### config.mk
export PLATFORM = sky130hd
export DESIGN_NAME = ohmmeter_e24_nearest_value_unit
export DESIGN_NICKNAME = d
export VERILOG_FILES = /design/src/rtl/core/ohm_e24_pkg.sv /design/src/rtl/core/ohm_e24_div.sv /design/src/rtl/core/ohm_e24_queue.sv /design/src/rtl/core/ohm_e24_front.sv /design/src/rtl/core/ohm_e24_back.sv /design/src/rtl/core/ohmmeter_e24_nearest_value_unit.sv
export SDC_FILE = /design/constraint.sdc
export NUM_CORES = 2
export LEC_CHECK = 0
export BUFFER_PORTS_ARGS = -buffer_cell sky130_fd_sc_hd__buf_2
export CORE_UTILIZATION = 25
export CTS_CLUSTER_DIAMETER = 50
export DETAILED_ROUTE_END_ITERATION = 7
export PLACE_DENSITY = 0.41
export SYNTH_ARGS = -nofsm -noshare
export SYNTH_HDL_FRONTEND = slang
export SYNTH_SLANG_ARGS = --single-unit
### constraint.sdc
create_clock -name clk_i -period 8.14 [get_ports clk_i]
set_input_delay 1.221 -clock clk_i [delete_from_list [all_inputs] [get_ports clk_i]]
set_output_delay 1.221 -clock clk_i [all_outputs]
set_load 0.01 [all_outputs]
### src/rtl/core/ohm_e24_pkg.sv
`timescale 1ns / 1ps
`default_nettype none
// ----------------------------------------------------------------------------
// ohm_e24_pkg: shared constants, tables and types
// Decade tables, the E24 series and the back-end sequencer states.
// ----------------------------------------------------------------------------
package ohm_e24_pkg;

  localparam int unsigned AdcBitsDef   = 12;
  localparam int unsigned ExpW         = 3;
  localparam int unsigned ExpMax       = 6;
  localparam int unsigned ExpReset     = 3;
  localparam int unsigned Pow10W       = 20;
  localparam int unsigned R10W         = 25;
  localparam int unsigned MantW        = 7;
  localparam int unsigned MeasW        = 32;
  localparam int unsigned ErrW         = 10;
  localparam int unsigned SeriesSteps  = 24;
  localparam int unsigned IdxW         = 5;
  localparam int unsigned QueueDepth   = 2;
  localparam int unsigned MantNextDec  = 100;

  typedef enum logic [2:0] {
    BK_IDLE,
    BK_RATIO,
    BK_PICK,
    BK_SCALE,
    BK_ERR,
    BK_WAIT
  } back_state_e;

  // E24 mantissa; index past the series gives the next decade
  function automatic logic [MantW-1:0] e24_value(input logic [IdxW-1:0] idx);
    logic [MantW-1:0] v;
    case (idx)
      5'd0:  v = 7'd10;
      5'd1:  v = 7'd11;
      5'd2:  v = 7'd12;
      5'd3:  v = 7'd13;
      5'd4:  v = 7'd15;
      5'd5:  v = 7'd16;
      5'd6:  v = 7'd18;
      5'd7:  v = 7'd20;
      5'd8:  v = 7'd22;
      5'd9:  v = 7'd24;
      5'd10: v = 7'd27;
      5'd11: v = 7'd30;
      5'd12: v = 7'd33;
      5'd13: v = 7'd36;
      5'd14: v = 7'd39;
      5'd15: v = 7'd43;
      5'd16: v = 7'd47;
      5'd17: v = 7'd51;
      5'd18: v = 7'd56;
      5'd19: v = 7'd62;
      5'd20: v = 7'd68;
      5'd21: v = 7'd75;
      5'd22: v = 7'd82;
      5'd23: v = 7'd91;
      default: v = 7'd100;
    endcase
    return v;
  endfunction

  // Decade in ohms for a saturated exponent
  function automatic logic [Pow10W-1:0] pow10(input logic [ExpW-1:0] e);
    logic [Pow10W-1:0] v;
    case (e)
      3'd0: v = 20'd1;
      3'd1: v = 20'd10;
      3'd2: v = 20'd100;
      3'd3: v = 20'd1000;
      3'd4: v = 20'd10000;
      3'd5: v = 20'd100000;
      default: v = 20'd1000000;
    endcase
    return v;
  endfunction

  // Ten times the known resistor, never below 330
  function automatic logic [R10W-1:0] r10(input logic [ExpW-1:0] e);
    logic [R10W-1:0] v;
    case (e)
      3'd0: v = 25'd330;
      3'd1: v = 25'd330;
      3'd2: v = 25'd3300;
      3'd3: v = 25'd33000;
      3'd4: v = 25'd330000;
      3'd5: v = 25'd3300000;
      default: v = 25'd33000000;
    endcase
    return v;
  endfunction

endpackage
`default_nettype wire

### src/rtl/core/ohm_e24_div.sv
`timescale 1ns / 1ps
`default_nettype none
// ----------------------------------------------------------------------------
// ohm_e24_div: restoring divider, one quotient bit per cycle
// Quotient must fit in QW bits; result holds once busy drops.
// ----------------------------------------------------------------------------
module ohm_e24_div #(
  parameter int unsigned NW = 40,
  parameter int unsigned DW = 20,
  parameter int unsigned QW = 8
) (
  input  wire logic          clk_i,
  input  wire logic          rst_ni,
  input  wire logic          start_i,
  input  wire logic [NW-1:0] num_i,
  input  wire logic [DW-1:0] den_i,
  output logic               busy_o,
  output logic [QW-1:0]      quo_o,
  output logic               rem_zero_o
);

  localparam int unsigned CW   = (NW > DW + QW) ? NW : DW + QW;
  localparam int unsigned CntW = $clog2(QW + 1);

  logic [CW-1:0]   rem_q, dsh_q, rem_sub;
  logic [QW-1:0]   quo_q;
  logic [CntW-1:0] cnt_q;
  logic            busy_q, ge;

  // Trial subtract against the shifted divisor
  always_comb begin
    ge      = rem_q >= dsh_q;
    rem_sub = rem_q - dsh_q;
  end

  // Control: load on start, count down one bit per cycle
  always_ff @(posedge clk_i or negedge rst_ni) begin
    if (!rst_ni) begin
      busy_q <= 1'b0;
      cnt_q  <= '0;
    end else if (start_i) begin
      busy_q <= 1'b1;
      cnt_q  <= CntW'(QW);
    end else if (busy_q) begin
      cnt_q <= cnt_q - CntW'(1);
      if (cnt_q == CntW'(1)) begin
        busy_q <= 1'b0;
      end
    end
  end

  // Datapath: remainder, divisor and quotient shift
  always_ff @(posedge clk_i) begin
    if (start_i) begin
      rem_q <= CW'(num_i);
      dsh_q <= CW'(den_i) << (QW - 1);
    end else if (busy_q) begin
      if (ge) begin
        rem_q <= rem_sub;
      end
      quo_q <= {quo_q[QW-2:0], ge};
      dsh_q <= dsh_q >> 1;
    end
  end

  assign busy_o     = busy_q;
  assign quo_o      = quo_q;
  assign rem_zero_o = (rem_q == '0);

endmodule
`default_nettype wire

### src/rtl/core/ohm_e24_queue.sv
`timescale 1ns / 1ps
`default_nettype none
// ----------------------------------------------------------------------------
// ohm_e24_queue: short FIFO between front and back end
// Registered entries, head word shown combinationally.
// ----------------------------------------------------------------------------
module ohm_e24_queue #(
  parameter int unsigned W = 64
) (
  input  wire logic         clk_i,
  input  wire logic         rst_ni,
  input  wire logic         push_i,
  input  wire logic [W-1:0] wdata_i,
  input  wire logic         pop_i,
  output logic [W-1:0]      rdata_o,
  output logic              full_o,
  output logic              empty_o
);

  localparam int unsigned Depth = ohm_e24_pkg::QueueDepth;
  localparam int unsigned PtrW  = $clog2(Depth);

  logic [W-1:0]    mem_q [Depth];
  logic [PtrW-1:0] wptr_q, rptr_q;
  logic [PtrW:0]   cnt_q;

  assign full_o  = (cnt_q == (PtrW + 1)'(Depth));
  assign empty_o = (cnt_q == '0);
  assign rdata_o = mem_q[rptr_q];

  // Advance pointers and occupancy
  always_ff @(posedge clk_i or negedge rst_ni) begin
    if (!rst_ni) begin
      wptr_q <= '0;
      rptr_q <= '0;
      cnt_q  <= '0;
    end else begin
      if (push_i) begin
        wptr_q <= wptr_q + PtrW'(1);
      end
      if (pop_i) begin
        rptr_q <= rptr_q + PtrW'(1);
      end
      if (push_i && !pop_i) begin
        cnt_q <= cnt_q + (PtrW + 1)'(1);
      end else if (pop_i && !push_i) begin
        cnt_q <= cnt_q - (PtrW + 1)'(1);
      end
    end
  end

  // Store the pushed word
  always_ff @(posedge clk_i) begin
    if (push_i) begin
      mem_q[wptr_q] <= wdata_i;
    end
  end

endmodule
`default_nettype wire

### src/rtl/core/ohm_e24_front.sv
`timescale 1ns / 1ps
`default_nettype none
// ----------------------------------------------------------------------------
// ohm_e24_front: decade register and divider scaling
// Holds the decade exponent and turns each code into numerator and divisors.
// ----------------------------------------------------------------------------
module ohm_e24_front #(
  parameter int unsigned ADC_BITS = ohm_e24_pkg::AdcBitsDef
) (
  input  wire logic                            clk_i,
  input  wire logic                            rst_ni,
  input  wire logic                            cfg_we_i,
  input  wire logic [ohm_e24_pkg::ExpW-1:0]    cfg_decade_exponent_i,
  input  wire logic                            accept_i,
  input  wire logic [ADC_BITS-1:0]             adc_code_i,
  output logic                                 push_o,
  output logic [ADC_BITS+25-1:0]               num_o,
  output logic [ADC_BITS+21-1:0]               dd_o,
  output logic [ADC_BITS:0]                    den_o
);

  localparam int unsigned ExpW  = ohm_e24_pkg::ExpW;
  localparam int unsigned NumW  = ADC_BITS + 25;
  localparam int unsigned DdW   = ADC_BITS + 21;
  localparam int unsigned DenW  = ADC_BITS + 1;

  logic [ExpW-1:0] exp_q, exp_sat;

  // Hold the decade exponent
  always_ff @(posedge clk_i or negedge rst_ni) begin
    if (!rst_ni) begin
      exp_q <= ExpW'(ohm_e24_pkg::ExpReset);
    end else if (cfg_we_i) begin
      exp_q <= cfg_decade_exponent_i;
    end
  end

  // Saturate the exponent, form code*R10 and den*decade
  always_comb begin
    exp_sat = (exp_q > ExpW'(ohm_e24_pkg::ExpMax)) ? ExpW'(ohm_e24_pkg::ExpMax) : exp_q;
    den_o   = (DenW'(1) << ADC_BITS) - DenW'(adc_code_i);
    num_o   = NumW'(adc_code_i) * NumW'(ohm_e24_pkg::r10(exp_sat));
    dd_o    = DdW'(den_o) * DdW'(ohm_e24_pkg::pow10(exp_sat));
  end

  assign push_o = accept_i;

endmodule
`default_nettype wire

### src/rtl/core/ohm_e24_back.sv
`timescale 1ns / 1ps
`default_nettype none
// ----------------------------------------------------------------------------
// ohm_e24_back: range check, E24 pick and error computation
// Sequencer driving three dividers; emits one result word per item.
// ----------------------------------------------------------------------------
module ohm_e24_back #(
  parameter int unsigned ADC_BITS = ohm_e24_pkg::AdcBitsDef
) (
  input  wire logic                                clk_i,
  input  wire logic                                rst_ni,
  input  wire logic                                empty_i,
  input  wire logic [ADC_BITS+25-1:0]              num_i,
  input  wire logic [ADC_BITS+21-1:0]              dd_i,
  input  wire logic [ADC_BITS:0]                   den_i,
  output logic                                     pop_o,
  output logic                                     result_valid_o,
  output logic                                     in_range_o,
  output logic [ohm_e24_pkg::MeasW-1:0]            measured_q8_o,
  output logic [ohm_e24_pkg::MantW-1:0]            standard_mantissa_o,
  output logic signed [ohm_e24_pkg::ErrW-1:0]      error_centipercent_o
);

  localparam int unsigned NumW   = ADC_BITS + 25;
  localparam int unsigned DdW    = ADC_BITS + 21;
  localparam int unsigned DenW   = ADC_BITS + 1;
  localparam int unsigned Den10W = ADC_BITS + 5;
  localparam int unsigned SddW   = DdW + 7;
  localparam int unsigned MagnW  = SddW + 14;
  localparam int unsigned MantW  = ohm_e24_pkg::MantW;
  localparam int unsigned MeasW  = ohm_e24_pkg::MeasW;
  localparam int unsigned ErrW   = ohm_e24_pkg::ErrW;
  localparam int unsigned IdxW   = ohm_e24_pkg::IdxW;
  localparam int unsigned TW     = 8;

  ohm_e24_pkg::back_state_e state_q, state_d;

  logic [NumW-1:0]  num_q;
  logic [DdW-1:0]   dd_q;
  logic [MantW-1:0] s_q;
  logic [SddW-1:0]  sdd_q;
  logic [MagnW-1:0] magn_q;
  logic             neg_q;

  logic             ld_item, ld_s, ld_sdd, ld_mag, start_e, emit_ok, emit_zero;
  logic             in_rng;
  logic [SddW-1:0]  num_ext, ten_dd, hun_dd, mag;
  logic [IdxW-1:0]  k;
  logic [MantW-1:0] lo, hi, s_sel, half_t;
  logic [TW-1:0]    lohi;

  logic             m_busy, t_busy, e_busy, t_rz, e_rz, m_rz;
  logic [MeasW-1:0] m_quo;
  logic [TW-1:0]    t_quo;
  logic [ErrW-1:0]  e_quo;

  // Measured value: num*256 / (10*den)
  ohm_e24_div #(.NW(NumW + 8), .DW(Den10W), .QW(MeasW)) u_div_m (
    .clk_i      (clk_i),
    .rst_ni     (rst_ni),
    .start_i    (ld_item),
    .num_i      ({num_i, 8'd0}),
    .den_i      (Den10W'(den_i) * Den10W'(10)),
    .busy_o     (m_busy),
    .quo_o      (m_quo),
    .rem_zero_o (m_rz)
  );

  // Twice the mantissa: 2*num / dd
  ohm_e24_div #(.NW(NumW + 1), .DW(DdW), .QW(TW)) u_div_t (
    .clk_i      (clk_i),
    .rst_ni     (rst_ni),
    .start_i    (ld_item),
    .num_i      ({num_i, 1'b0}),
    .den_i      (dd_i),
    .busy_o     (t_busy),
    .quo_o      (t_quo),
    .rem_zero_o (t_rz)
  );

  // Error magnitude: |diff|*10000 / (s*dd)
  ohm_e24_div #(.NW(MagnW), .DW(SddW), .QW(ErrW)) u_div_e (
    .clk_i      (clk_i),
    .rst_ni     (rst_ni),
    .start_i    (start_e),
    .num_i      (magn_q),
    .den_i      (sdd_q),
    .busy_o     (e_busy),
    .quo_o      (e_quo),
    .rem_zero_o (e_rz)
  );

  // Range check, series search and rounding choice
  always_comb begin
    num_ext = SddW'(num_q);
    ten_dd  = SddW'(dd_q) * SddW'(10);
    hun_dd  = SddW'(dd_q) * SddW'(100);
    in_rng  = (num_ext >= ten_dd) && (num_ext < hun_dd);
    half_t  = MantW'(t_quo >> 1);
    k       = '0;
    for (int i = 0; i < ohm_e24_pkg::SeriesSteps; i++) begin
      if (ohm_e24_pkg::e24_value(IdxW'(i)) <= half_t) begin
        k = IdxW'(i);
      end
    end
    lo    = ohm_e24_pkg::e24_value(k);
    hi    = ohm_e24_pkg::e24_value(k + IdxW'(1));
    lohi  = TW'(lo) + TW'(hi);
    s_sel = ((t_quo > lohi) || ((t_quo == lohi) && !t_rz)) ? hi : lo;
    mag   = (num_ext < sdd_q) ? (sdd_q - num_ext) : (num_ext - sdd_q);
  end

  // Sequencer state
  always_ff @(posedge clk_i or negedge rst_ni) begin
    if (!rst_ni) begin
      state_q <= ohm_e24_pkg::BK_IDLE;
    end else begin
      state_q <= state_d;
    end
  end

  // Next state and step controls
  always_comb begin
    state_d   = state_q;
    ld_item   = 1'b0;
    ld_s      = 1'b0;
    ld_sdd    = 1'b0;
    ld_mag    = 1'b0;
    start_e   = 1'b0;
    emit_ok   = 1'b0;
    emit_zero = 1'b0;
    case (state_q)
      ohm_e24_pkg::BK_IDLE: begin
        if (!empty_i) begin
          ld_item = 1'b1;
          state_d = ohm_e24_pkg::BK_RATIO;
        end
      end
      ohm_e24_pkg::BK_RATIO: begin
        if (!in_rng) begin
          emit_zero = 1'b1;
          state_d   = ohm_e24_pkg::BK_IDLE;
        end else if (!t_busy) begin
          ld_s    = 1'b1;
          state_d = ohm_e24_pkg::BK_PICK;
        end
      end
      ohm_e24_pkg::BK_PICK: begin
        ld_sdd  = 1'b1;
        state_d = ohm_e24_pkg::BK_SCALE;
      end
      ohm_e24_pkg::BK_SCALE: begin
        ld_mag  = 1'b1;
        state_d = ohm_e24_pkg::BK_ERR;
      end
      ohm_e24_pkg::BK_ERR: begin
        start_e = 1'b1;
        state_d = ohm_e24_pkg::BK_WAIT;
      end
      ohm_e24_pkg::BK_WAIT: begin
        if (!e_busy && !m_busy) begin
          emit_ok = 1'b1;
          state_d = ohm_e24_pkg::BK_IDLE;
        end
      end
      default: begin
        state_d = ohm_e24_pkg::BK_IDLE;
      end
    endcase
  end

  assign pop_o = ld_item;

  // Working registers
  always_ff @(posedge clk_i) begin
    if (ld_item) begin
      num_q <= num_i;
      dd_q  <= dd_i;
    end
    if (ld_s) begin
      s_q <= s_sel;
    end
    if (ld_sdd) begin
      sdd_q <= SddW'(s_q) * SddW'(dd_q);
    end
    if (ld_mag) begin
      neg_q  <= num_ext < sdd_q;
      magn_q <= MagnW'(mag) * MagnW'(14'd10000);
    end
  end

  // Result strobe
  always_ff @(posedge clk_i or negedge rst_ni) begin
    if (!rst_ni) begin
      result_valid_o <= 1'b0;
    end else begin
      result_valid_o <= emit_ok || emit_zero;
    end
  end

  // Result word
  always_ff @(posedge clk_i) begin
    if (emit_zero) begin
      in_range_o           <= 1'b0;
      measured_q8_o        <= '0;
      standard_mantissa_o  <= '0;
      error_centipercent_o <= '0;
    end else if (emit_ok) begin
      in_range_o           <= 1'b1;
      measured_q8_o        <= m_quo;
      standard_mantissa_o  <= s_q;
      error_centipercent_o <= neg_q ? -$signed(e_quo) : $signed(e_quo);
    end
  end

endmodule
`default_nettype wire

### src/rtl/core/ohmmeter_e24_nearest_value_unit.sv
`timescale 1ns / 1ps
`default_nettype none
// ----------------------------------------------------------------------------
// ohmmeter_e24_nearest_value_unit: divider ohmmeter with E24 nearest value
//
// Pulse start with an ADC code while busy is low; the word is taken at that
// edge. The front scales the code by the selected decade (known resistor is
// 3.3 decades, 33 ohms minimum) and pushes it into a two-entry queue; busy
// is high only while that queue is full.
// The back end checks the range, picks the nearest E24 value (ties go low)
// and forms the signed error in hundredths of a percent. Each result shows
// for exactly one cycle with result_valid_o high; it cannot be held off.
// With the back end idle, an out-of-range code is answered from the ratio
// state without waiting for any divider; for an in-range code the result
// waits on the 32-step bit-serial divider for the measured value, which
// runs beside the mantissa and error dividers. The back end handles one
// item at a time; further codes wait in the queue until it returns to idle.
// Write the decade exponent (cfg_we_i) only while idle. Reset empties
// the queue, returns the sequencer to idle and sets the 1 kOhm decade.
// ----------------------------------------------------------------------------
module ohmmeter_e24_nearest_value_unit #(
  parameter int unsigned ADC_BITS = ohm_e24_pkg::AdcBitsDef
) (
  input  wire logic                                clk_i,
  input  wire logic                                rst_ni,
  input  wire logic                                cfg_we_i,
  input  wire logic [ohm_e24_pkg::ExpW-1:0]        cfg_decade_exponent_i,
  input  wire logic                                start,
  output logic                                     busy,
  input  wire logic [ADC_BITS-1:0]                 adc_code_i,
  output logic                                     result_valid_o,
  output logic                                     in_range_o,
  output logic [ohm_e24_pkg::MeasW-1:0]            measured_q8_o,
  output logic [ohm_e24_pkg::MantW-1:0]            standard_mantissa_o,
  output logic signed [ohm_e24_pkg::ErrW-1:0]      error_centipercent_o
);

  localparam int unsigned NumW  = ADC_BITS + 25;
  localparam int unsigned DdW   = ADC_BITS + 21;
  localparam int unsigned DenW  = ADC_BITS + 1;
  localparam int unsigned WordW = NumW + DdW + DenW;

  logic              push, pop, full, empty;
  logic [NumW-1:0]   f_num, b_num;
  logic [DdW-1:0]    f_dd, b_dd;
  logic [DenW-1:0]   f_den, b_den;
  logic [WordW-1:0]  head;

  assign busy = full;

  ohm_e24_front #(.ADC_BITS(ADC_BITS)) u_front (
    .clk_i                 (clk_i),
    .rst_ni                (rst_ni),
    .cfg_we_i              (cfg_we_i),
    .cfg_decade_exponent_i (cfg_decade_exponent_i),
    .accept_i              (start && !full),
    .adc_code_i            (adc_code_i),
    .push_o                (push),
    .num_o                 (f_num),
    .dd_o                  (f_dd),
    .den_o                 (f_den)
  );

  ohm_e24_queue #(.W(WordW)) u_queue (
    .clk_i   (clk_i),
    .rst_ni  (rst_ni),
    .push_i  (push),
    .wdata_i ({f_num, f_dd, f_den}),
    .pop_i   (pop),
    .rdata_o (head),
    .full_o  (full),
    .empty_o (empty)
  );

  assign {b_num, b_dd, b_den} = head;

  ohm_e24_back #(.ADC_BITS(ADC_BITS)) u_back (
    .clk_i                (clk_i),
    .rst_ni               (rst_ni),
    .empty_i              (empty),
    .num_i                (b_num),
    .dd_i                 (b_dd),
    .den_i                (b_den),
    .pop_o                (pop),
    .result_valid_o       (result_valid_o),
    .in_range_o           (in_range_o),
    .measured_q8_o        (measured_q8_o),
    .standard_mantissa_o  (standard_mantissa_o),
    .error_centipercent_o (error_centipercent_o)
  );

endmodule
`default_nettype wire

# After elaboration in Yosys (flattened, before gate mapping)
# Memory sizes are Yosys's and may differ from the RTL's.
# Cells that the tools add are included.
# totals
reg_bits	577
ramBits	166
romBits	448
in_bits	19
output_inout_bits	52
elab_cells	229
n_memories	3
# mem_list
name	words	width	read_ports	rd_ports_with_merged_regs	wr	line	text
(no name shown)	32	7	1	0	0	ohm_e24_pkg.sv:35	case (idx)
(no name shown)	32	7	1	0	0	ohm_e24_pkg.sv:35	
u_queue.mem_q	2	83	1	0	1	ohm_e24_queue.sv:23	logic [W-1:0] mem_q [Depth];
# classes
addsub	16
mul	7
magnitude_cmp	31
eq_ne	18
n_mux	80
bitwise	2
reduce_logical	35
# op_table
operator	n
two-way mux 54 bit	3
two-way mux 45 bit	3
one-hot mux 25 bit (5 select lines)	1
two-way mux 40 bit	3
one-hot mux 20 bit (6 select lines)	1
two-way mux 38 bit	3
two-way mux 5 bit	22
two-way mux 49 bit	2
two-way mux 48 bit	2
< comparator 37 x 40 -> 1 bit	2
<= comparator 6 x 7 -> 1 bit (first input constant)	8
greater-or-equal comparator 54 x 49 -> 1 bit	1
subtractor 54 x 49 -> 54 bit	1
multiplier 40 x 10 -> 50 bit (second input constant)	1
greater-or-equal comparator 49 x 48 -> 1 bit	1
<= comparator 5 x 7 -> 1 bit (first input constant)	7
subtractor 49 x 48 -> 49 bit	1
greater-or-equal comparator 41 x 40 -> 1 bit	1
zero test 41 bit	1
subtractor 41 x 40 -> 41 bit	1
multiplier 7 x 33 -> 40 bit	1
subtractor 37 x 40 -> 40 bit	1
subtractor 40 x 37 -> 40 bit	1
multiplier 33 x 5 -> 38 bit (second input constant)	1
other kinds (46)	120

# Longest topological paths before layout
# An unclocked memory read counts as a cell.
# depth
ltp_word	31
ltp_mapped	37

# By module
# From an unflattened synthesis, not the netlist that was laid out.
# unflattened
hier_cells	8674
hier_area_um2	80485.9
# by_module_without_submodules
mod	instances	cells_per_inst	area_per_inst_um2	seq_area_each_um2
ohm_e24_back	1	3867	34135.2	6145.9
ohm_e24_front	1	1980	16716.0	77.6
ohm_e24_div (u_back.u_div_m)	1	893	8330.5	3698.5
ohm_e24_div (u_back.u_div_e)	1	922	8282.9	3428.3
ohm_e24_div (u_back.u_div_t)	1	737	6587.6	2697.6
ohm_e24_queue	1	274	6419.9	5084.9
ohmmeter_e24_nearest_value_unit	1	1	13.8	0.0

# Worst setup path before layout
# No wires, ideal clock.
# synth_path
path_type	in2reg
from	input adc_code_i[0]
to	memory u_queue.mem_q[0][42] in the netlist's numbering, data pin
setup_ns	0.262
arrival_ns	7.895
slack_ns	-0.017
cell_stages	25
path_buffers	3
path_cell_list	clkbuf_1 inv_1 buf_1 ha_1 or4b_2 clkbuf_1 clkinv_1 nand2_1 fa_1 fa_1 inv_1 fa_1 inv_1 fa_1 inv_1 fa_1 ha_1 a21o_1 a221o_1 o21ai_0 a41oi_1 or3b_2 a31o_2 a21oi_1 xnor2_1
# synth_via
elab_chain_len	2
# synth_rtl
item	line	text
from (decl)	ohmmeter_e24_nearest_value_unit.sv:30	input wire logic [ADC_BITS-1:0] adc_code_i,
subtractor 13 x 12 -> 13 bit	ohm_e24_front.sv:41	den_o = (DenW'(1) << ADC_BITS) - DenW'(adc_code_i);
net f_den[12]	ohmmeter_e24_nearest_value_unit.sv:46	logic [DenW-1:0] f_den, b_den;
multiplier 13 x 20 -> 33 bit	ohm_e24_front.sv:43	dd_o = DdW'(den_o) * DdW'(ohm_e24_pkg::pow10(exp_sat));
net f_dd[29]	ohmmeter_e24_nearest_value_unit.sv:45	logic [DdW-1:0] f_dd, b_dd;
to (decl)	ohm_e24_queue.sv:23	
# The timed path passes the listed nets, and every way through them passes these cells.

# Worst setup path after layout
# layout_path
from	register u_back.sdd_q[1]
to	register u_back.magn_q[52], data pin
# layout_via
elab_chain_len	3
word_cells_on_any_way	5
# layout_rtl
item	line	text
from (decl)	ohm_e24_back.sv:41	logic [SddW-1:0] sdd_q;
from (signal assigned)	ohm_e24_back.sv:184	sdd_q <= SddW'(s_q) * SddW'(dd_q);
subtractor 37 x 40 -> 40 bit, or another cell as far along	ohm_e24_back.sv:110	mag = (num_ext < sdd_q) ? (sdd_q - num_ext) : (num_ext - sdd_q);
two-way mux 40 bit (*)	ohm_e24_back.sv:110	
multiplier 40 x 10 -> 50 bit (*)	ohm_e24_back.sv:188	magn_q <= MagnW'(mag) * MagnW'(14'd10000);
to (signal assigned)	ohm_e24_back.sv:188	
to (decl)	ohm_e24_back.sv:42	logic [MagnW-1:0] magn_q;
# Mark *: on every way between the ends. The rest lies on a longest branch, timed or not.
# A chain may end at the register's enable or synchronous reset.

==> qor.yml <==
ys_types: 102
final_nets: 10500
clk_pin_slew_ns: 0.06
overflow: 0
relSlewSlack_pct: 18.28
synth_nets: 9891
required_ns: 8.57
drive_gt1_share_pct: 14.14
dp.cells: 12890
clockBufferDepth: 3
grt_pass1_vias: 63580
grt_max_degree: 87
port_buffers: 70
worstPathArrival_ns: 8.55
dp.final_hpwl_um: 196600
hold_buffers: 0
min_period_ns: 8.125
syn_to_final_growth_pct: 18.67
setup_viol: 0
rsz0062_at_grt: "yes"
drt_iter0_drc: 2841
cts_tree: "built"
numCtsBuffers: 106
slew_viol_final: 0
place_area_sq_um: 87180
final_area_sq_um: 92070
avgSynthCellArea_sq_um: 9.334
maxCapViolations: 0
antenna_left: 0
end_kind: "flip-flop"
fin_hold_ws_ns: 0.4512
synth_ff_type: "edfxtp_1"
cp_common_cell: "inv_2"
slowest_delay_ns: 0.57
worstSkewPairLatency_ns: 0.75
grt_first_pass_wirelength_um: 373800
fill_cells: 32560
path_class: "reg2reg"
async_reset_ff_share_pct: 3.784
hold_class: "reg2reg"
core-area_sq_um: 308800
post_drt_wl_per_cell_um: 18.46
cpMaxStageDelayCell: "fa_1"
grt_usage_pct: 15.31
synth_area_sq_um: 77590
start_util_pct: 25.12
clock_skew_ns: 0.05825
synth_edf_count: 598
rows: 204
root_buffer: "clkbuf_16"
path_max_fanout: 7
status: "finished clean"
clock_sinks: 740
netlist_instances: 8313
gp_congestion: 0.8853
totalWireLength_um: 242600
via_per_inst: 4.566
ys_seq_area_share_pct: 26.99
max_freq_mhz: 123.1
drcViolationCount: 0
vias: 60000
finalCritPeriodShare_pct: 99.82
io_pins: 71
die_area_sq_um: 312600
ys.warnings.count: 0
antenna_found_initial: 10
die_w_um: 559.1
drt-pass1-iter-count: 7
yosys_register_bits: 740
fp.dieH_um: 559.1
cts_max_level: 3
worst_slew_pin_slew_ns: 1.192
hold_violations: 0
setup-tns-final_ns: 0
start_kind: "flip-flop"
stdcell_count: 13140
==> cell families (layout without fill, tap and decap cells) <==
logic type / after synthesis / in the layout / share of synthesized area [%]
compound gates: 1685 / 1685 / 14.00
fa+ha+maj: 1559 / 1559 / 31.57
flops: 740 / 740 / 26.99
mux: 167 / 167 / 2.253
other cells: 0 / 3 / 0
buf+inv: 1659 / 2362 / 8.103
simple gates: 2096 / 2096 / 12.47
xor+xnor: 407 / 407 / 4.604
==> state kept, by name, indices dropped and copies added, names as in the netlist, 32 cells and up <==
register,count
u_back.dd_q,33
u_back.u_div_e.rem_q,54
u_back.u_div_e.dsh_q,49
u_back.measured_q8_o,32
u_back.num_q,36
u_back.u_div_m.rem_q,49
u_back.magn_q,50
u_back.sdd_q,40
u_back.u_div_m.dsh_q,48
u_back.u_div_t.dsh_q,40
u_queue.mem_q,164
u_back.u_div_m.quo_o,32
u_back.u_div_t.rem_q,41
==> critical path: cells and delay by family (launching register included) <==
kind	cells	cell delay (ns)
fa+ha+maj	7	2.77
compound gates	11	2.17
simple gates	6	1.42
buf+inv	8	0.69
flops	1	0.42
xor+xnor	1	0.20
mux	1	0.14
==> cells in the mapped netlist (all sizes together), types with 141 or more instances <==
master | number | area share [%]
a21oi | 452 | 2.9
nand2 | 821 | 4.0
xnor2 | 246 | 2.8
and2 | 141 | 1.1
inv | 1361 | 6.6
nor2 | 501 | 2.4
nand3 | 147 | 0.95
xor2 | 161 | 1.8
o21ai | 360 | 2.3
a21o | 236 | 2.3
fa | 665 | 17
clkbuf | 238 | 1.2
edfxtp | 598 | 23
ha | 894 | 14
==> final cells by class <==
cell class / count / area (sq um) / area share, %
Antenna cell: 3 / 7.507 / 0.008154
Sequential cell: 740 / 20950 / 22.75
Tap cell: 4120 / 5155 / 5.599
Inverter: 1371 / 5156 / 5.600
Clock inverter: 75 / 745.7 / 0.8099
Timing Repair Buffer: 791 / 5908 / 6.417
Multi-Input combinational cell: 5914 / 51360 / 55.78
Clock buffer: 125 / 2794 / 3.034
==> path summary, 6_finish.rpt <==
check                                    startpoint                  endpoint  slack, ns  cells past startpoint
setup / recovery                    u_back.sdd_q[1]         u_back.magn_q[52]       0.01                     34
hold / removal             u_back.u_div_m.quo_o[12]  u_back.u_div_m.quo_o[13]       0.45                      0
setup reg to reg                    u_back.sdd_q[1]         u_back.magn_q[52]       0.01                     34
hold reg to reg            u_back.u_div_m.quo_o[12]  u_back.u_div_m.quo_o[13]       0.45                      0
max in group asynchronous                    rst_ni     u_back.u_div_e.busy_o       6.95                      2
min in group asynchronous                    rst_ni          u_front.exp_q[2]       0.61                      2
==> per-stage QoR <==
step                worst slack, ns  util (%)
CTS                       -0.005066     29.54
global placement            -0.6630     28.23
floorplan                   0.01380         -
finish                      0.01479     29.81
detailed placement          -0.7797     28.23
global route                -0.2812     29.81
==> placed cells by master (no fill, tap or decap), drive strengths merged, types with 92 or more instances in the layout <==
cell type	n
edfxtp	598
a21o	236
o21ai	360
fa	665
buf	791
dfxtp	114
nor3	92
and2	141
xnor2	246
xor2	161
nor2	501
mux2i	109
clkbuf	125
ha	894
nand3	147
nand2	821
inv	1391
a21oi	452
==> layer usage <==
layer,wire length (um),share of wire (%),track usage [%]
met2,115700,48,26.63
met4,9019,3.7,5.218
met3,6186,2.6,1.461
met1,111600,46,19.76
met5,0,0,0
==> repair_timing <==
action | CTS | global route
endpoints found under the hold margin | 0 | 0
resized for setup | 84 | 133
pin swaps | 48 | 63
buffers inserted | 23 | 28
setup endpoints to repair | 18 | 18
Power is left out: the tool's default activity adds up to more than one toggle a clock period on the data nets, which glitch-free logic cannot reach.
